==> src/hdl/cst_pkg.sv <==
// ----------------------------------------------------------------------------
// cst_pkg
// Shared widths, register indexes and control structures of the Collatz
// step counter.
// ----------------------------------------------------------------------------
package cst_pkg;

	localparam int VALUE_W   = 128;
	localparam int START_W   = 64;
	localparam int CFG_W     = 24;
	localparam int CNT_W     = 25;
	localparam int DIGIT_W   = 32;
	localparam int NUM_DIG   = VALUE_W / DIGIT_W;
	localparam int DIG_CNT_W = $clog2(NUM_DIG + 1);
	localparam int CFG_IDX_W = 1;

	localparam logic [CFG_IDX_W-1:0] REG_THRESHOLD = 1'b0;
	localparam logic [CFG_IDX_W-1:0] REG_LIMIT     = 1'b1;

	localparam logic [CFG_W-1:0] THRESHOLD_RST = 24'd1000;
	localparam logic [CFG_W-1:0] LIMIT_RST     = 24'd10000;

	typedef struct packed {
		logic load;
		logic shift;
		logic odd_mode;
		logic first;
		logic second;
		logic last;
	} sr_ctl_t;

	typedef struct packed {
		logic odd;
		logic above;
		logic carry_out;
	} sr_stat_t;

endpackage

==> src/hdl/cst_if.sv <==
// ----------------------------------------------------------------------------
// cst_if
// Handshake channels of the Collatz step counter: start values, results
// and configuration writes.
// ----------------------------------------------------------------------------
interface cst_start_if import cst_pkg::*; ();
	logic               valid;
	logic               ready;
	logic [START_W-1:0] start_value;

	modport source (output valid, output start_value, input ready);
	modport sink   (input valid, input start_value, output ready);
endinterface

interface cst_result_if import cst_pkg::*; ();
	logic               valid;
	logic               ready;
	logic [START_W-1:0] echo_start;
	logic [CNT_W-1:0]   step_count;
	logic               overflowed;

	modport source (output valid, output echo_start, output step_count,
		output overflowed, input ready);
	modport sink   (input valid, input echo_start, input step_count,
		input overflowed, output ready);
endinterface

interface cst_cfg_if import cst_pkg::*; ();
	logic                 valid;
	logic                 ready;
	logic [CFG_IDX_W-1:0] index;
	logic [CFG_W-1:0]     data;

	modport source (output valid, output index, output data, input ready);
	modport sink   (input valid, input index, input data, output ready);
endinterface

==> src/hdl/cst_digit_alu.sv <==
// ----------------------------------------------------------------------------
// cst_digit_alu
// One digit of the serial update: the digit plus carry, or three times the
// digit plus carry when the working value is odd.
// ----------------------------------------------------------------------------
module cst_digit_alu import cst_pkg::*; (
	input  logic [DIGIT_W-1:0] digit,
	input  logic [1:0]         carry_in,
	input  logic               odd_mode,
	output logic [DIGIT_W+1:0] sum
);

	logic [DIGIT_W+1:0] twice;

	assign twice = odd_mode ? {1'b0, digit, 1'b0} : '0;
	assign sum   = {2'b00, digit} + twice + {{DIGIT_W{1'b0}}, carry_in};

endmodule

==> src/hdl/cst_value_sr.sv <==
// ----------------------------------------------------------------------------
// cst_value_sr
// Working value held in a rotating shift register. Each pass moves the word
// through the digit unit one digit per cycle, halving the result with a
// one-digit lag, and gathers parity, magnitude and overflow for the next step.
// ----------------------------------------------------------------------------
module cst_value_sr import cst_pkg::*; (
	input  logic               clk,
	input  logic               arst_n,
	input  sr_ctl_t            ctl,
	input  logic [START_W-1:0] start_value,
	output sr_stat_t           stat
);

	logic [VALUE_W-1:0] w_q;
	logic [DIGIT_W-1:0] tdig_q;
	logic [1:0]         carry_q;
	logic               odd_q;
	logic               above_q;
	logic               nz_q;
	logic [1:0]         carry_in;
	logic [DIGIT_W+1:0] sum;
	logic [DIGIT_W-1:0] ins;

	assign carry_in = ctl.first ? {1'b0, ctl.odd_mode} : carry_q;

	cst_digit_alu u_alu (
		.digit    (w_q[DIGIT_W-1:0]),
		.carry_in (carry_in),
		.odd_mode (ctl.odd_mode),
		.sum      (sum)
	);

	assign ins = {(ctl.last ? 1'b0 : sum[0]), tdig_q[DIGIT_W-1:1]};

	always_ff @(posedge clk) begin
		if (ctl.load) begin
			w_q <= {{(VALUE_W-START_W){1'b0}}, start_value};
		end else if (ctl.shift) begin
			w_q     <= {ins, w_q[VALUE_W-1:DIGIT_W]};
			tdig_q  <= sum[DIGIT_W-1:0];
			carry_q <= sum[DIGIT_W+1:DIGIT_W];
		end
	end

	always_ff @(posedge clk or negedge arst_n) begin
		if (!arst_n) begin
			odd_q   <= 1'b0;
			above_q <= 1'b0;
			nz_q    <= 1'b0;
		end else if (ctl.load) begin
			odd_q   <= start_value[0];
			above_q <= |start_value[START_W-1:1];
		end else if (ctl.shift) begin
			if (ctl.first) begin
				nz_q <= 1'b0;
			end else if (ctl.second) begin
				nz_q  <= |ins[DIGIT_W-1:1];
				odd_q <= ins[0];
			end else begin
				nz_q <= nz_q | (|ins);
			end
			if (ctl.last) begin
				above_q <= nz_q | (|ins);
			end
		end
	end

	assign stat.odd       = odd_q;
	assign stat.above     = above_q;
	assign stat.carry_out = |carry_q;

endmodule

==> src/hdl/cst_ctrl.sv <==
// ----------------------------------------------------------------------------
// cst_ctrl
// Sequencer of the step counter: checks the stop condition before each
// iteration, runs one serial pass per iteration and counts the steps.
// ----------------------------------------------------------------------------
module cst_ctrl import cst_pkg::*; (
	input  logic             clk,
	input  logic             arst_n,
	input  logic             start_fire,
	input  logic [CFG_W-1:0] threshold,
	input  logic [CFG_W-1:0] limit,
	input  logic             out_free,
	input  sr_stat_t         stat,
	output sr_ctl_t          ctl,
	output logic             idle,
	output logic             res_fire,
	output logic [CNT_W-1:0] res_count,
	output logic             res_ovf
);

	localparam logic [1:0] ST_IDLE  = 2'd0;
	localparam logic [1:0] ST_CHECK = 2'd1;
	localparam logic [1:0] ST_PASS  = 2'd2;
	localparam logic [1:0] ST_DONE  = 2'd3;

	logic [1:0]           state_q;
	logic [DIG_CNT_W-1:0] dig_q;
	logic                 mode_q;
	logic [CNT_W-1:0]     cnt_q;
	logic                 ovf_q;
	logic                 go;
	logic                 emit;

	assign go   = stat.above && ({1'b0, limit} > cnt_q);
	assign emit = ovf_q || (cnt_q >= {1'b0, threshold});

	assign ctl.load     = start_fire;
	assign ctl.shift    = (state_q == ST_PASS);
	assign ctl.odd_mode = mode_q;
	assign ctl.first    = (dig_q == '0);
	assign ctl.second   = (dig_q == DIG_CNT_W'(1));
	assign ctl.last     = (dig_q == DIG_CNT_W'(NUM_DIG));

	assign idle      = (state_q == ST_IDLE);
	assign res_fire  = (state_q == ST_DONE) && emit && out_free;
	assign res_count = cnt_q;
	assign res_ovf   = ovf_q;

	always_ff @(posedge clk or negedge arst_n) begin
		if (!arst_n) begin
			state_q <= ST_IDLE;
			dig_q   <= '0;
			mode_q  <= 1'b0;
			cnt_q   <= '0;
			ovf_q   <= 1'b0;
		end else begin
			unique case (state_q)
				ST_IDLE: begin
					if (start_fire) begin
						cnt_q   <= '0;
						ovf_q   <= 1'b0;
						state_q <= ST_CHECK;
					end
				end
				ST_CHECK: begin
					if (go) begin
						mode_q  <= stat.odd;
						dig_q   <= '0;
						state_q <= ST_PASS;
					end else begin
						state_q <= ST_DONE;
					end
				end
				ST_PASS: begin
					if (ctl.last) begin
						if (stat.carry_out) begin
							ovf_q   <= 1'b1;
							state_q <= ST_DONE;
						end else begin
							cnt_q   <= cnt_q + (mode_q ? CNT_W'(2) : CNT_W'(1));
							state_q <= ST_CHECK;
						end
					end else begin
						dig_q <= dig_q + DIG_CNT_W'(1);
					end
				end
				ST_DONE: begin
					if (!emit || out_free) begin
						state_q <= ST_IDLE;
					end
				end
				default: begin
					state_q <= ST_IDLE;
				end
			endcase
		end
	end

endmodule

==> src/hdl/collatz_step_counter_top.sv <==
// ----------------------------------------------------------------------------
// collatz_step_counter_top
// Counts Collatz steps of each start value on a 128-bit working value that is
// processed 32 bits per cycle, and reports start value and count when the
// count reaches the threshold or the working value would overflow.
// Each iteration is one check and a serial pass over the four digits; a closing
// check and the move to the output register end each run.
// Throughput: one start value at a time; the next request is taken once the
// result has moved to the output register, which may still wait there.
// Reset clears the control state and sets threshold 1000 and limit 10000.
// ----------------------------------------------------------------------------
module collatz_step_counter_top import cst_pkg::*; (
	input  logic         clk,
	input  logic         arst_n,
	cst_start_if.sink    start,
	cst_result_if.source result,
	cst_cfg_if.sink      cfg
);

	logic [CFG_W-1:0]   threshold_q;
	logic [CFG_W-1:0]   limit_q;
	logic [START_W-1:0] held_start_q;
	logic               out_valid_q;
	logic [START_W-1:0] echo_q;
	logic [CNT_W-1:0]   count_q;
	logic               ovf_q;
	logic               idle;
	logic               start_fire;
	logic               out_free;
	logic               res_fire;
	logic [CNT_W-1:0]   res_count;
	logic               res_ovf;
	sr_ctl_t            ctl;
	sr_stat_t           stat;

	assign start.ready = idle;
	assign start_fire  = start.valid && idle;
	assign cfg.ready   = 1'b1;
	assign out_free    = !out_valid_q || result.ready;

	always_ff @(posedge clk or negedge arst_n) begin
		if (!arst_n) begin
			threshold_q <= THRESHOLD_RST;
			limit_q     <= LIMIT_RST;
		end else if (cfg.valid) begin
			unique case (cfg.index)
				REG_THRESHOLD: threshold_q <= cfg.data;
				REG_LIMIT:     limit_q     <= cfg.data;
				default:       ;
			endcase
		end
	end

	always_ff @(posedge clk) begin
		if (start_fire) begin
			held_start_q <= start.start_value;
		end
		if (res_fire) begin
			echo_q  <= held_start_q;
			count_q <= res_count;
			ovf_q   <= res_ovf;
		end
	end

	always_ff @(posedge clk or negedge arst_n) begin
		if (!arst_n) begin
			out_valid_q <= 1'b0;
		end else if (res_fire) begin
			out_valid_q <= 1'b1;
		end else if (result.ready) begin
			out_valid_q <= 1'b0;
		end
	end

	cst_value_sr u_value (
		.clk         (clk),
		.arst_n      (arst_n),
		.ctl         (ctl),
		.start_value (start.start_value),
		.stat        (stat)
	);

	cst_ctrl u_ctrl (
		.clk        (clk),
		.arst_n     (arst_n),
		.start_fire (start_fire),
		.threshold  (threshold_q),
		.limit      (limit_q),
		.out_free   (out_free),
		.stat       (stat),
		.ctl        (ctl),
		.idle       (idle),
		.res_fire   (res_fire),
		.res_count  (res_count),
		.res_ovf    (res_ovf)
	);

	assign result.valid      = out_valid_q;
	assign result.echo_start = echo_q;
	assign result.step_count = count_q;
	assign result.overflowed = ovf_q;

endmodule

==> src/flat_wrapper.sv <==
// flat-port wrapper written by rule: the top's interface ports become plain ports
module collatz_step_counter_top_flat import cst_pkg::*;
  (clk, arst_n, start_valid, start_start_value, start_ready, result_valid, result_echo_start, result_step_count, result_overflowed, result_ready, cfg_valid, cfg_index, cfg_data, cfg_ready);
  cst_start_if start_i ();
  cst_result_if result_i ();
  cst_cfg_if cfg_i ();
  input  logic clk;
  input  logic arst_n;
  input wire logic [$bits(start_i.valid)-1:0] start_valid;
  input wire logic [$bits(start_i.start_value)-1:0] start_start_value;
  output wire logic [$bits(start_i.ready)-1:0] start_ready;
  output wire logic [$bits(result_i.valid)-1:0] result_valid;
  output wire logic [$bits(result_i.echo_start)-1:0] result_echo_start;
  output wire logic [$bits(result_i.step_count)-1:0] result_step_count;
  output wire logic [$bits(result_i.overflowed)-1:0] result_overflowed;
  input wire logic [$bits(result_i.ready)-1:0] result_ready;
  input wire logic [$bits(cfg_i.valid)-1:0] cfg_valid;
  input wire logic [$bits(cfg_i.index)-1:0] cfg_index;
  input wire logic [$bits(cfg_i.data)-1:0] cfg_data;
  output wire logic [$bits(cfg_i.ready)-1:0] cfg_ready;
  assign start_i.valid = start_valid;
  assign start_i.start_value = start_start_value;
  assign start_ready = start_i.ready;
  assign result_valid = result_i.valid;
  assign result_echo_start = result_i.echo_start;
  assign result_step_count = result_i.step_count;
  assign result_overflowed = result_i.overflowed;
  assign result_i.ready = result_ready;
  assign cfg_i.valid = cfg_valid;
  assign cfg_i.index = cfg_index;
  assign cfg_i.data = cfg_data;
  assign cfg_ready = cfg_i.ready;
  collatz_step_counter_top u_core (.clk(clk), .arst_n(arst_n), .start(start_i), .result(result_i), .cfg(cfg_i));
endmodule
==> config.mk <==
export PLATFORM = sky130hd
export DESIGN_NAME = collatz_step_counter_top_flat
export DESIGN_NICKNAME = d
export VERILOG_FILES = /design/src/hdl/cst_pkg.sv /design/src/hdl/cst_if.sv /design/src/hdl/cst_digit_alu.sv /design/src/hdl/cst_value_sr.sv /design/src/hdl/cst_ctrl.sv /design/src/hdl/collatz_step_counter_top.sv /design/src/flat_wrapper.sv
export SDC_FILE = /design/constraint.sdc
export NUM_CORES = 1
export LEC_CHECK = 0
export BUFFER_PORTS_ARGS = -buffer_cell sky130_fd_sc_hd__buf_2
export CORE_ASPECT_RATIO = 1.4
export CORE_MARGIN = 2
export CORE_UTILIZATION = 50
export CTS_CLUSTER_SIZE = 30
export DETAILED_ROUTE_END_ITERATION = 12
export HOLD_SLACK_MARGIN = 0.03
export PLACE_DENSITY = 0.74
export SYNTH_ARGS = -nofsm -noshare
export SYNTH_HDL_FRONTEND = slang
export SYNTH_SLANG_ARGS = --single-unit
==> constraint.sdc <==
create_clock -name clk -period 7.9 [get_ports clk]
set_input_delay 0.79 -clock clk [delete_from_list [all_inputs] [get_ports clk]]
set_output_delay 0.79 -clock clk [all_outputs]
set_load 0.005 [all_outputs]
; After elaboration in Yosys (flattened, before gate mapping)
; Cells that the tools add are included.
[totals]
register_bits = 400
latch_bits = 0
ramBits = 0
rom_bits = 0
input_bits = 94
out_inout_bits = 93
elab_cells = 106
mem_count = 0
[classes]
add_sub_neg = 4
mul = 0
n_div = 0
n_lt_le_gt_ge = 2
eq_ne = 13
shifts = 0
mux = 34
n_bitwise = 3
reduce_logical = 31
[ops]
columns = cell, n
row1 = 64-bit two-way mux, 2
row2 = 25-bit two-way mux, 3
row3 = 63-bit OR reduction, 1
row4 = 25-bit one-hot mux with 2 select lines, 1
row5 = 32-bit by 33-bit adder with 34-bit output, 1
row6 = 34-bit by 2-bit adder with 34-bit output, 1
row7 = 33-bit two-way mux, 1
row8 = 32-bit OR reduction, 1
row9 = 31-bit OR reduction, 1
row10 = 25-bit by 2-bit adder with 25-bit output, 1
row11 = 25-bit by 24-bit >= comparator with 1-bit output, 1
row12 = 24-bit by 25-bit greater-than comparator with 1-bit output, 1
row13 = 1-bit two-way mux, 16
row14 = 2-bit two-way mux, 6
row15 = "2-bit != test, second input constant", 6
row16 = 2-bit nonzero test, 6
row17 = 2-bit AND reduction, 5
row18 = 3-bit AND reduction, 3
row19 = 2-bit one-hot mux with 4 select lines, 1
row20 = 4-bit AND reduction, 2
row21 = 3-bit two-way mux, 2
row22 = 3-bit one-hot mux with 2 select lines, 1
row23 = "2-bit == test, second input constant", 2
row24 = 1-bit logical AND, 4
row25 = 13 further kinds, 18

; Logic depth before layout (Yosys ltp)
; Gate-level depths: netlist of run 1.
[logic_depth]
ltp_word = 9
mapped_depth = 17
depth_no_buf = 17

; Hierarchy
; From an unflattened synthesis of run 1, not the netlist that was laid out.
[hier_totals]
cells_unflattened = 1352
area_unflattened_um2 = 18376.4
[modules_own_cells]
columns = module, instances, cells_per_inst, area_each_um2, seq_area_each_um2
row1 = collatz_step_counter_top, 1, 263, 6678.9, 5864.4
row2 = cst_value_sr, 1, 434, 6327.3, 4269.1
row3 = cst_ctrl, 1, 345, 2959.1, 800.8
row4 = cst_digit_alu, 1, 310, 2411.1, 0.0

; Worst setup path after synthesis of run 1
; Ideal clock, no wire load.
[synth_timing]
path_type = reg2reg
from = register u_core.threshold_q[6]
to = register u_core.echo_q[0] (netlist: u_core.result.echo_start[0]), enable pin
setup_time_ps = 539
arrival_time_ps = 5345
slack_ps = 2016
path_stages_with_launch = 11
path_buffers = 0
synth_period_minus_slack_ps = 5884
cell_sequence = dfstp_2 inv_1 ha_1 nand4_1 nor3_1 nor2_1 o211ai_1 a2111oi_0 o21ai_1 nand2_1 nor2_1
[synth_via]
elab_chain_len = 4
[synth_lines]
columns = element, line_no
row1 = "start, declared", collatz_step_counter_top.sv:20  ; logic [CFG_W-1:0] threshold_q;
row2 = "start signal, assigned", collatz_step_counter_top.sv:47  ; REG_THRESHOLD: threshold_q <= cfg.data;
row3 = 25-bit by 24-bit >= comparator with 1-bit output, cst_ctrl.sv:35  ; assign emit = ovf_q || (cnt_q >= {1'b0, threshold});
row4 = 1-bit logical OR, cst_ctrl.sv:35
row5 = 1-bit logical AND (2 in series), cst_ctrl.sv:45  ; assign res_fire = (state_q == ST_DONE) && emit && out_free;
row6 = net u_core.res_fire, collatz_step_counter_top.sv:30  ; logic res_fire;
row7 = "end signal, assigned", collatz_step_counter_top.sv:59  ; echo_q <= held_start_q;
row8 = "end, declared", collatz_step_counter_top.sv:24  ; logic [START_W-1:0] echo_q;
; The timed path passes the listed nets, and every way through them passes these cells.
; A chain may end at the register's enable or synchronous reset.

; Worst setup path after layout of run 1
[layout_timing]
from = register u_core.u_ctrl.mode_q
to = register u_core.u_value.tdig_q[27] (data pin)
[layout_via]
elab_chain_len = 3
elab_cells_between_ends = 4
cone_classes = add/sub (2) / mux (2)
[layout_lines]
columns = element, line_no
row1 = "start, declared", cst_ctrl.sv:28  ; logic mode_q;
row2 = "start signal, assigned", cst_ctrl.sv:67  ; mode_q <= stat.odd;
row3 = 33-bit two-way mux, cst_digit_alu.sv:15  ; assign twice = odd_mode ? {1'b0, digit, 1'b0} : '0;
row4 = 32-bit by 33-bit adder with 34-bit output, cst_digit_alu.sv:16  ; assign sum = {2'b00, digit} + twice + {{DIGIT_W{1'b0}}, carry_in};
row5 = 34-bit by 2-bit adder with 34-bit output (*), cst_digit_alu.sv:16
row6 = net u_core.u_value.sum[27], cst_value_sr.sv:22  ; logic [DIGIT_W+1:0] sum;
row7 = "end signal, assigned", cst_value_sr.sv:41  ; tdig_q <= sum[DIGIT_W-1:0];
row8 = "end, declared", cst_value_sr.sv:16  ; logic [DIGIT_W-1:0] tdig_q;
; The timed path passes the listed nets; every way through them passes the cells marked *.

==> results of run 1 <==
-- logic make-up (layout without fill, tap and decap cells) --
family,count (synthesis),count (layout)
adder cells (fa/ha/maj),119,119
flip-flops,399,399
buffers and inverters,116,323
AND/OR/NAND/NOR,593,593
AO/OA/AOI/OAI,239,239
XOR/XNOR,48,48
other,1,4
multiplexers,27,27
-- area by class of cell --
| class | count | area [sq um] | area share, % |
|---|---|---|---|
| Multi-Input combinational cell | 1027 | 6265 | 31.06 |
| Sequential cell | 399 | 10930 | 54.21 |
| Timing Repair Buffer | 194 | 996.0 | 4.938 |
| Clock buffer | 53 | 1026 | 5.087 |
| Inverter | 63 | 241.5 | 1.197 |
| Clock inverter | 13 | 130.1 | 0.6451 |
| Tap cell | 456 | 570.5 | 2.829 |
| Antenna cell | 3 | 7.507 | 0.03722 |
-- flip-flops by register name, summed over array words and instances, names as in the netlist --
register and cells:
u_core.u_value.odd_q 1, u_core.u_value.tdig_q 31, u_core.held_start_q 64, u_core.u_ctrl.dig_q 3
u_core.result.step_count 25, u_core.result.echo_start 64, u_core.result.valid 1, u_core.result.overflowed 1
u_core.limit_q 24, u_core.u_ctrl.state_q 2, u_core.u_value.above_q 1, u_core.threshold_q 24
u_core.u_ctrl.res_count 25, u_core.u_value.nz_q 1, u_core.u_ctrl.res_ovf 1, u_core.u_value.carry_q 2
u_core.u_value.w_q 128, u_core.u_ctrl.mode_q 1
-- how the worst max path moves through the flow --
stage | start | endpoint | depth (start not counted)
CTS | u_core.u_ctrl.mode_q$_DFFE_PN0P_ | u_core.u_value.tdig_q[27]$_DFFE_PP_ | 14
finish | u_core.u_ctrl.mode_q$_DFFE_PN0P_ | u_core.u_value.tdig_q[27]$_DFFE_PP_ | 14
global route | u_core.u_ctrl.mode_q$_DFFE_PN0P_ | u_core.u_value.tdig_q[27]$_DFFE_PP_ | 14
global placement | u_core.u_ctrl.mode_q$_DFFE_PN0P_ | u_core.u_value.tdig_q[27]$_DFFE_PP_ | 14
detailed placement | u_core.u_ctrl.mode_q$_DFFE_PN0P_ | u_core.u_value.tdig_q[27]$_DFFE_PP_ | 14
floorplan | u_core.threshold_q[6]$_DFFE_PN1P_ | u_core.result.echo_start[0]$_DFFE_PP_ | 10
-- routing by layer --
layer	up-vias	global-route usage [%]
met2	400	39.42
met1	5888	28.22
met4	0	9.192
li1	5757	-
met5	-	0
met3	91	2.645
-- cells in the final DEF, fill, tap and decap left out, drive strengths merged, types with 4 or more instances in the layout --
cell type and count:
o21a 5, ha 116, a21o 27, nor4 26, dfrtp 73, dfstp 11, nand2b 7, nor2b 12
or3 4, edfxtp 251, xor2 12, and4 4, nand4 21, buf 194, mux2 26, nand2 382
and2 31, clkinv 8, o21ai 56, nor2 68, and3 6, clkbuf 53, a21oi 120, dfxtp 64
o211ai 7, nand3 17, nor3 7, xnor2 36, inv 66
-- power groups by stage --
stage | Sequential [mW] | Combinational [mW] | Clock, mW
3_3_place_gp | 3.49 | 2.64 | 0
6_report | 3.48 | 2.75 | 1.73
5_1_grt | 3.54 | 3.10 | 1.83
2_1_floorplan | 3.38 | 2.06 | 0
4_1_cts | 3.48 | 2.74 | 1.75
3_5_place_dp | 3.51 | 2.72 | 0
==> metrics.md, run 1 <==
| Metric | Value |
|---|---|
| Outcome | `completed` |
| Top-count cell post-synth | `nand2_1` |
| Post-layout net count | `1934` |
| Core Area | `0.03486 sq mm` |
| Die Y-Extent | `226.2 um` |
| Final worst slack | `3.855 ns` |
| Pwr dens | `394.6 mW/mm^2` |
| Clock Skew | `between 0.015 and 0.02 ns` |
| Dpl ws | `between 3 and 4 ns` |
| Worst path cell trace | `nand2_1 > fa_1 > inv_1 > ha_1 > inv_1 > fa_1 > nor2b_4 > o31a_1 > o211ai_2 > nand2_2 > a311o_1 > a21oi_1 > o21ai_1 > xor2_1` |
| Sink Count | `roughly 400` |
| Clk root buf | `clkbuf_16` |
| Crit path buf inv count | `2` |
| Routed length on met2 | `around 21 mm` |
| Remaining global-route overflow | `0` |
| Tcrit/Tclk final | `between 50% and 60%` |
| FF-to-FF setup slack | `around 3.9 ns` |
| Worst setup SP type | `register` |
| Die area | `0.03679 sq mm` |
| Mux cell area share after synthesis | `around 1.7%` |
| P_sw | `approximately 2.8 mW` |
| Port bufs | `185` |
| GP Congestion | `about 0.89` |
| Clk network pwr share | `approximately 22%` |
| Ys async rst share | `21.05%` |
| Share of the synthesized area in the top cell type | `42.76%` |
| Largest family of logic cells by synthesized area | `simple AND/OR/NAND/NOR gates` |
| Final min period | `a little over 4 ns` |
| DP Area | `roughly 0.019 sq mm` |
| Synth warn | `0` |
| GRT Overall Usage | `22.48%` |
| FP Rows | `a little over 80` |
| Critical R2R Launch | `u_core.u_ctrl.mode_q$_DFFE_PN0P_` |
| Post-synthesis net count | `between 1500 and 2000` |
| Max Clk Rate | `approximately 250 MHz` |
| Post-Route M1 WL | `~17 mm` |
| Antenna Nets Post-Route | `0` |
| Filler instances | `2829` |
| Met3 wire len | `about 2.3 mm` |
| Post-Synth XOR/XNOR Area | `under 10%` |
| Placed cells | `2139` |
| Via Count | `roughly 12000` |
| # Max-Cap Violations | `0` |
| Worst-Skew Late Latency | `~0.54 ns` |
| Final Cell Area | `0.02017 sq mm` |
| Top cells by count, synth | `nand2_1 (381), edfxtp_1 (251), a21oi_1 (117)` |
| Post-DR vias/cell | `around 5.5` |
| CTS Buffer Depth | `3` |
| Rel. slew slack | `19.98%` |
| Peak supply drop | `0.2359 mV` |
| Post-Synth Simple-Gate Area | `about 15%` |
| Initial Utilization | `approximately half` |
| Finished Layout Cells | `between 2000 and 2500` |
| Lkg Pwr | `8.446 nW` |
| Total power | `7.959 mW` |
| EDFF count, synth | `roughly 250` |
| Unrepaired setup endpoints after global routing | `no` |
| DRC violations left | `0` |
| Global-route wire length before repair | `63.71 mm` |
| Initial antenna violation count | `2` |
| Flops & latches, synth | `between 300 and 400` |
| Crit path max fanout | `35` |
| Required time worst endpoint | `a little over 8 ns` |
| Pre-antenna DRT Iters | `5` |
| Largest net degree at the start of global routing | `140` |
| Synth area leader | `edfxtp_1` |
| IO Count | `roughly 190` |
| Cell count after synthesis | `1542` |
| Critical path class | `register to register` |
| Post-Route WL | `just over 40 mm` |
| P_int | `5.133 mW` |
| Area contributors post-synth | `edfxtp_1 (43%), dfrtp_1 (10%), ha_1 (8.2%)` |
| Hold crit path type | `input pin to asynchronous set/reset pin` |
| Top layer in use | `met4` |
| Slowest stage delay, CP | `roughly 0.97 ns` |
| Sequential power share | `a little over two fifths` |
| Hpwl dp | `29.54 mm` |
| Top_reg_cell synth | `edfxtp_1` |
| Slew Viols, Final | `0` |
| Vias in the first global route | `11920` |
| Setup TNS | `0 ns` |
| Drt wl/cell | `around 19 um` |
| Reg2reg path depth | `14` |
| Sequential fraction of the synthesis area | `~62%` |
| Critical path arrival | `4.33 ns` |
| CP Capture Type | `register` |
| Clk slew on worst S/H paths | `0.07 ns` |
| Synth Area in Adders | `around 8.6%` |
| CP top delay family | `compound AO/OA/AOI/OAI gates` |
| Share of layout cells above drive strength 1 | `approximately 18%` |
| Crit-path slowest cell | `dfrtp_1` |
| Synth Area in Compound Gates | `under 10%` |
| H-tree depth | `2` |
| Average instance area after synthesis | `roughly 11 sq um` |
| Die Width | `162.7 um` |
| CTS tree | `yes` |
| Mapped cell area | `~0.018 sq mm` |
| Worst-Margin Slew | `between 1 and 1.5 ns` |
| DRT iter0 DRCs | `approximately 1000` |
| Sw Ratio | `35.51%` |
| Yosys cell types | `68` |
| Cts repair resizes | `0` |
| P&R area growth vs syn | `14.43%` |
| Final core utilization | `a little under 60%` |
| Reg2reg end | `u_core.u_value.tdig_q[27]$_DFFE_PP_` |
| CTS buffer count | `36` |
| Post-CTS Setup Bufs | `0` |
| Fin Hold WS | `approximately 0.16 ns` |
| Final Hold Vio Count | `0` |
| # setup viols final | `0` |
| Post-CTS Hold Buffers | `0` |
| Logic gate share of total power | `between 30% and 40%` |
Power figures use the tool's default switching activity.
==> run 2: changes to the inputs <==
Clock period 7.9 ns to 4.05 ns, I/O delays scaled along.
==> metrics.md, run 2 (synthesized netlist as in run 1, its figures left out) <==
| Metric | Value |
|---|---|
| Outcome | `completed` |
| Core Area | `0.03486 sq mm (unchanged)` |
| Drt wl/cell | `18.43 um (-1.5%)` |
| DRT iter0 DRCs | `1113 (+6.7%)` |
| Unrepaired setup endpoints after global routing | `no` |
| Critical path arrival | `4.13 ns (-0.20 ns)` |
| Commonest cells after routing, fill and taps aside | `nand2_1 (379), edfxtp_1 (251), buf_2 (184)` |
| Final Cell Area | `0.02026 sq mm (+0.47%)` |
| Post-DR vias/cell | `5.525 (+0.52%)` |
| Global-route wire length before repair | `63.71 mm (about the same)` |
| Hold crit path type | `input pin to asynchronous set/reset pin` |
| Pwr dens | `767.8 mW/mm^2 (+95%)` |
| Vias in the first global route | `12030 (+0.91%)` |
| Clock Skew | `0.01126 ns (-0.005582 ns)` |
| Lkg Pwr | `8.498 nW (+0.61%)` |
| Share of layout cells above drive strength 1 | `18.43% (+0.82 points)` |
| Initial Utilization | `50.56% (unchanged)` |
| CTS buffer count | `36 (unchanged)` |
| Max reg flops | `128 (unchanged)` |
| Commonest non-fill, non-tap cell in the layout | `nand2_1` |
| Die area | `0.03679 sq mm (unchanged)` |
| Slew Viols, Final | `0 (unchanged)` |
| Max Clk Rate | `259.6 MHz (+5.0%)` |
| Post-CTS Hold Buffers | `0 (unchanged)` |
| Rel. slew slack | `17.09% (-2.9 points)` |
| GRT Overall Usage | `22.39% (-0.083 points)` |
| Via Count | `12230 (+0.75%)` |
| Hpwl dp | `29.40 mm (-0.48%)` |
| Biggest register | `u_core.u_value.w_q` |
| CP Capture Type | `register` |
| Clk slew on worst S/H paths | `0.07 ns (about the same)` |
| Tcrit/Tclk final | `95.11% (+44 points)` |
| Remaining global-route overflow | `0 (unchanged)` |
| Pre-antenna DRT Iters | `5 (unchanged)` |
| P&R area growth vs syn | `14.96%` |
| Worst setup SP type | `register` |
| Crit path max fanout | `7 (-80%)` |
| Final core utilization | `58.13% (+0.27 points)` |
| DP Area | `0.01906 sq mm (+0.29%)` |
| Crit-path slowest cell | `fa_1` |
| Setup TNS | `0 ns (unchanged)` |
| Die Width | `162.7 um (unchanged)` |
| # setup viols final | `0 (unchanged)` |
| Post-layout net count | `1939 (+0.26%)` |
| CTS tree | `yes` |
| Sink Count | `399 (unchanged)` |
| Clk root buf | `clkbuf_16` |
| Worst-Skew Late Latency | `0.53 ns (about the same)` |
| FP Rows | `81 (unchanged)` |
| Post-Route WL | `40.78 mm (-1.3%)` |
| Placed cells | `2143 (+0.19%)` |
| Peak supply drop | `0.5321 mV (+130%)` |
| Port bufs | `185 (unchanged)` |
| Antenna Nets Post-Route | `0 (unchanged)` |
| Final min period | `3.852 ns (-0.1933 ns)` |
| Worst-Margin Slew | `1.241 ns (+0.04324 ns)` |
| DRC violations left | `0 (unchanged)` |
| Worst path cell trace | `inv_1 > ha_1 > nand2b_1 > nand2_1 > fa_1 > inv_1 > ha_1 > inv_1 > fa_2 > nor2b_4 > o31a_1 > o211ai_2 > nand2_2 > a311o_1 > a21oi_2 > o21ai_1 > xor2_1` |
| H-tree depth | `2 (unchanged)` |
| Slowest stage delay, CP | `0.50 ns (-0.47 ns)` |
| GP Congestion | `0.9312 (+4.5%)` |
| Critical path class | `register to register` |
| Die Y-Extent | `226.2 um (unchanged)` |
| Finished Layout Cells | `2213 (+0.23%)` |
| Largest net degree at the start of global routing | `85 (-39%)` |
| Reg2reg path depth | `17 (+3)` |
| CP dominant cell by count | `inv_1` |
| IO Count | `187 (unchanged)` |
| # Max-Cap Violations | `0 (unchanged)` |
| Required time worst endpoint | `4.32 ns (-3.86 ns)` |
| Initial antenna violation count | `4 (+2)` |
| Final Hold Vio Count | `0 (unchanged)` |
| CTS Buffer Depth | `3 (unchanged)` |
[run 2: cell count changes in the layout (fill, tap and decap cells not counted), moves of 2 or more]
cell	change
buf_12	+2
buf_4	+3
clkbuf_1	-7
clkbuf_8	+2
clkinv_1	-2
clkinv_2	+4
clkinv_4	+2
[run 2: cell type report]
class | instances | area, sq um
Clock buffer | 49 | 1052
Inverter | 63 | 241.5
Multi-Input combinational cell | 1027 | 6271
Tap cell | 456 | 570.5
Fill cell | 2771 | 14600
Antenna cell | 4 | 10.01
Timing Repair Buffer | 199 | 1059
Clock inverter | 16 | 126.4
Sequential cell | 399 | 10930
[run 2: final timing paths]
kind,from,endpoint,slack [ns]
setup / recovery,u_core.u_ctrl.dig_q[0]$_DFFE_PN0P_,u_core.u_value.tdig_q[27]$_DFFE_PP_,0.20
hold / removal,arst_n,u_core.limit_q[12]$_DFFE_PN0P_,0.06
setup reg to reg,u_core.u_ctrl.dig_q[0]$_DFFE_PN0P_,u_core.u_value.tdig_q[27]$_DFFE_PP_,0.20
hold reg to reg,u_core.held_start_q[39]$_DFFE_PP_,u_core.result.echo_start[39]$_DFFE_PP_,0.41
max in group asynchronous,arst_n,u_core.threshold_q[18]$_DFFE_PN0P_,3.24
min in group clk,start_start_value[1],u_core.held_start_q[1]$_DFFE_PP_,0.08
[run 2: repair_timing]
action                                  CTS  global route
endpoints found under the setup margin    0             2
setup buffers                             0             1
resized for setup                         0             2
[run 2: per-stage QoR]
step,setup slack [ns],hold slack [ns],total power [mW]
after floorplan,0.5163,0.1094,10.59
after global placement,0.2973,0.4006,11.94
after detailed placement,0.1741,0.4045,12.16
after CTS,0.1561,0.05901,15.60
after global routing,0.004249,0.06725,16.58
final,0.1979,0.05768,15.56
[run 2: per-layer routing]
layer  up-vias  wire length (um)  global-route usage, %
li1       5783                 -                      -
met1      5925             16340                  28.24
met2       430             20510                  38.94
met3        89              2293                  2.516
met4         0              1638                  9.763
met5         -                 0                      0
[run 2: report_power, final]
part           total, mW  leakage (nW)  switching (mW)  internal (mW)
clock               3.40         0.588            1.50           1.90
combinational       5.41          3.97            3.36           2.06
sequential          6.74          3.93           0.663           6.08
[run 2: worst max-delay path, delay by kind of cell, from the launching register on]
| family | cells | cell delay, ns |
|---|---|---|
| simple gates | 4 | 0.41 |
| buf+inv | 3 | 0.20 |
| xor+xnor | 1 | 0.17 |
| fa+ha+maj | 4 | 1.26 |
| flops | 1 | 0.37 |
| compound gates | 5 | 1.18 |
==> run 3: changes to the inputs <==
Settings changed: BUFFER_PORTS_ARGS -buffer_cell sky130_fd_sc_hd__buf_2 to -buffer_cell sky130_fd_sc_hd__buf_4, CORE_UTILIZATION 50 to 48, CTS_CLUSTER_DIAMETER set to 120, PLACE_DENSITY 0.74 to 0.71.
==> metrics.md, run 3 (synthesized netlist as in run 1, its figures left out) <==
| Metric | Value |
|---|---|
| Outcome | `completed` |
| Clock Skew | `0.02729 ns (+0.01603 ns)` |
| Critical path arrival | `4.12 ns (about the same)` |
| Die area | `0.03829 sq mm (+4.1%)` |
| Antenna Nets Post-Route | `0 (unchanged)` |
| Unrepaired setup endpoints after global routing | `no` |
| Post-layout net count | `1921 (-0.93%)` |
| Max Clk Rate | `261.9 MHz (+0.89%)` |
| FP Rows | `83 (+2.5%)` |
| Required time worst endpoint | `4.36 ns (+0.04 ns)` |
| Rel. slew slack | `14.86% (-2.2 points)` |
| CTS Buffer Depth | `3 (unchanged)` |
| Drt wl/cell | `18.76 um (+1.8%)` |
| Global-route wire length before repair | `63.83 mm (+0.17%)` |
| Commonest non-fill, non-tap cell in the layout | `nand2_1` |
| Vias in the first global route | `11520 (-4.2%)` |
| GP Congestion | `0.8749 (-6.0%)` |
| Worst-Skew Late Latency | `0.54 ns (about the same)` |
| Crit path max fanout | `7 (unchanged)` |
| Clk slew on worst S/H paths | `0.12 ns (+0.05 ns)` |
| # setup viols final | `0 (unchanged)` |
| P&R area growth vs syn | `13.78%` |
| CTS buffer count | `17 (-53%)` |
| Via Count | `11940 (-2.3%)` |
| DP Area | `0.01955 sq mm (+2.6%)` |
| Cts repair resizes | `0 (unchanged)` |
| DRC violations left | `0 (unchanged)` |
| Peak supply drop | `0.3903 mV (-27%)` |
| Pwr dens | `714.3 mW/mm^2 (-7.0%)` |
| Pre-antenna DRT Iters | `7 (+2)` |
| Die Width | `166.0 um (+2.0%)` |
| Hold crit path type | `input pin to register` |
| # Max-Cap Violations | `0 (unchanged)` |
| CTS tree | `yes` |
| CP Capture Type | `register` |
| H-tree depth | `1 (-1)` |
| Remaining global-route overflow | `0 (unchanged)` |
| Final Cell Area | `0.02006 sq mm (-1.0%)` |
| Die Y-Extent | `230.7 um (+2.0%)` |
| Max reg flops | `128 (unchanged)` |
| Initial antenna violation count | `0 (-4)` |
| Post-CTS Setup Bufs | `0 (unchanged)` |
| Setup TNS | `0 ns (unchanged)` |
| Worst setup SP type | `register` |
| Initial Utilization | `48.36% (-2.2 points)` |
| Clk root buf | `clkbuf_16` |
| Final Hold Vio Count | `0 (unchanged)` |
| Slew Viols, Final | `0 (unchanged)` |
| Antenna Cells | `0 (-4)` |
| GRT Overall Usage | `21.16% (-1.2 points)` |
| Biggest register | `u_core.u_value.w_q` |
| Largest net degree at the start of global routing | `91 (+7.1%)` |
| Commonest cells after routing, fill and taps aside | `nand2_1 (379), edfxtp_1 (251), buf_4 (198)` |
| Post-Route WL | `41.00 mm (+0.55%)` |
| Critical path class | `register to register` |
| Final min period | `3.818 ns (-0.03402 ns)` |
| Lkg Pwr | `8.312 nW (-2.2%)` |
| Post-DR vias/cell | `5.464 (-1.1%)` |
| Sink Count | `399 (unchanged)` |
| Post-CTS Hold Buffers | `0 (unchanged)` |
| Worst-Margin Slew | `1.274 ns (+0.03335 ns)` |
| IO Count | `187 (unchanged)` |
| Share of layout cells above drive strength 1 | `16.35% (-2.1 points)` |
| DRT iter0 DRCs | `948 (-15%)` |
| Tcrit/Tclk final | `94.27% (-0.84 points)` |
| Hpwl dp | `30.39 mm (+3.4%)` |
| Port bufs | `185 (unchanged)` |
| Core Area | `0.03645 sq mm (+4.6%)` |
-- run 3: changes by cell type in the layout (fill, tap and decap cells not counted), sizes merged --
cell and delta:
buf +1, diode -4, clkbuf -21, bufinv -1, clkinvlp -1, clkinv -11
inv -1
-- run 3: through the flow --
stage	power (mW)	setup WS [ns]	std cells	util (%)	hold slack, ns
global placement	12.11	0.2903	2156	53.64	0.4010
finish	14.33	0.2319	2186	55.02	0.04772
detailed placement	12.31	0.2113	2156	53.64	0.4045
CTS	14.37	0.1968	2186	55.02	0.03985
global route	15.32	0.009536	2186	55.02	0.03596
floorplan	10.59	0.5163	1542	-	0.1094
-- run 3: metal layers --
layer / routed length [um] / global-route usage (%) / up-vias
met2: 21110 / 38.23 / 357
met4: 1128 / 6.467 / 0
met5: 0 / 0 / -
met1: 16910 / 27.07 / 5816
li1: - / - / 5702
met3: 1856 / 1.852 / 69
-- run 3: layout make-up --
class	count	area, sq um
well taps	467	584.3
fillers	3066	16390
inverters	63	241.5
flip-flops and latches	399	10930
multi-input cells	1027	6265
clock inverters	2	38.79
clock buffers	28	466.7
repair buffers	200	1526
-- run 3: final timing paths --
check	from	end	slack, ns	cells after the start
setup / recovery	u_core.u_ctrl.dig_q[0]$_DFFE_PN0P_	u_core.u_value.tdig_q[27]$_DFFE_PP_	0.23	17
hold / removal	start_start_value[36]	u_core.held_start_q[36]$_DFFE_PP_	0.05	1
hold reg to reg	u_core.held_start_q[0]$_DFFE_PP_	u_core.result.echo_start[0]$_DFFE_PP_	0.43	0
setup reg to reg	u_core.u_ctrl.dig_q[0]$_DFFE_PN0P_	u_core.u_value.tdig_q[27]$_DFFE_PP_	0.23	17
min in group asynchronous	arst_n	u_core.threshold_q[12]$_DFFE_PN0P_	0.08	1
max in group asynchronous	arst_n	u_core.u_ctrl.res_count[18]$_DFFE_PN0P_	3.31	1
-- run 3: worst max-delay path, stage by stage, from the launching register on --
cell	delay (ns)
dfrtp_1	0.42
inv_1	0.07
ha_1	0.28
nand2b_1	0.15
nand2_1	0.09
fa_1	0.53
inv_1	0.05
ha_1	0.21
inv_1	0.07
fa_1	0.30
nor2b_4	0.06
o31a_1	0.27
o211ai_2	0.15
nand2_2	0.08
a311o_1	0.38
a21oi_1	0.23
o21ai_1	0.10
xor2_1	0.15
-- run 3: where the power goes --
part           internal (mW)  switching (mW)
clock                  0.826            1.23
sequential              6.07           0.664
combinational           2.16            3.37
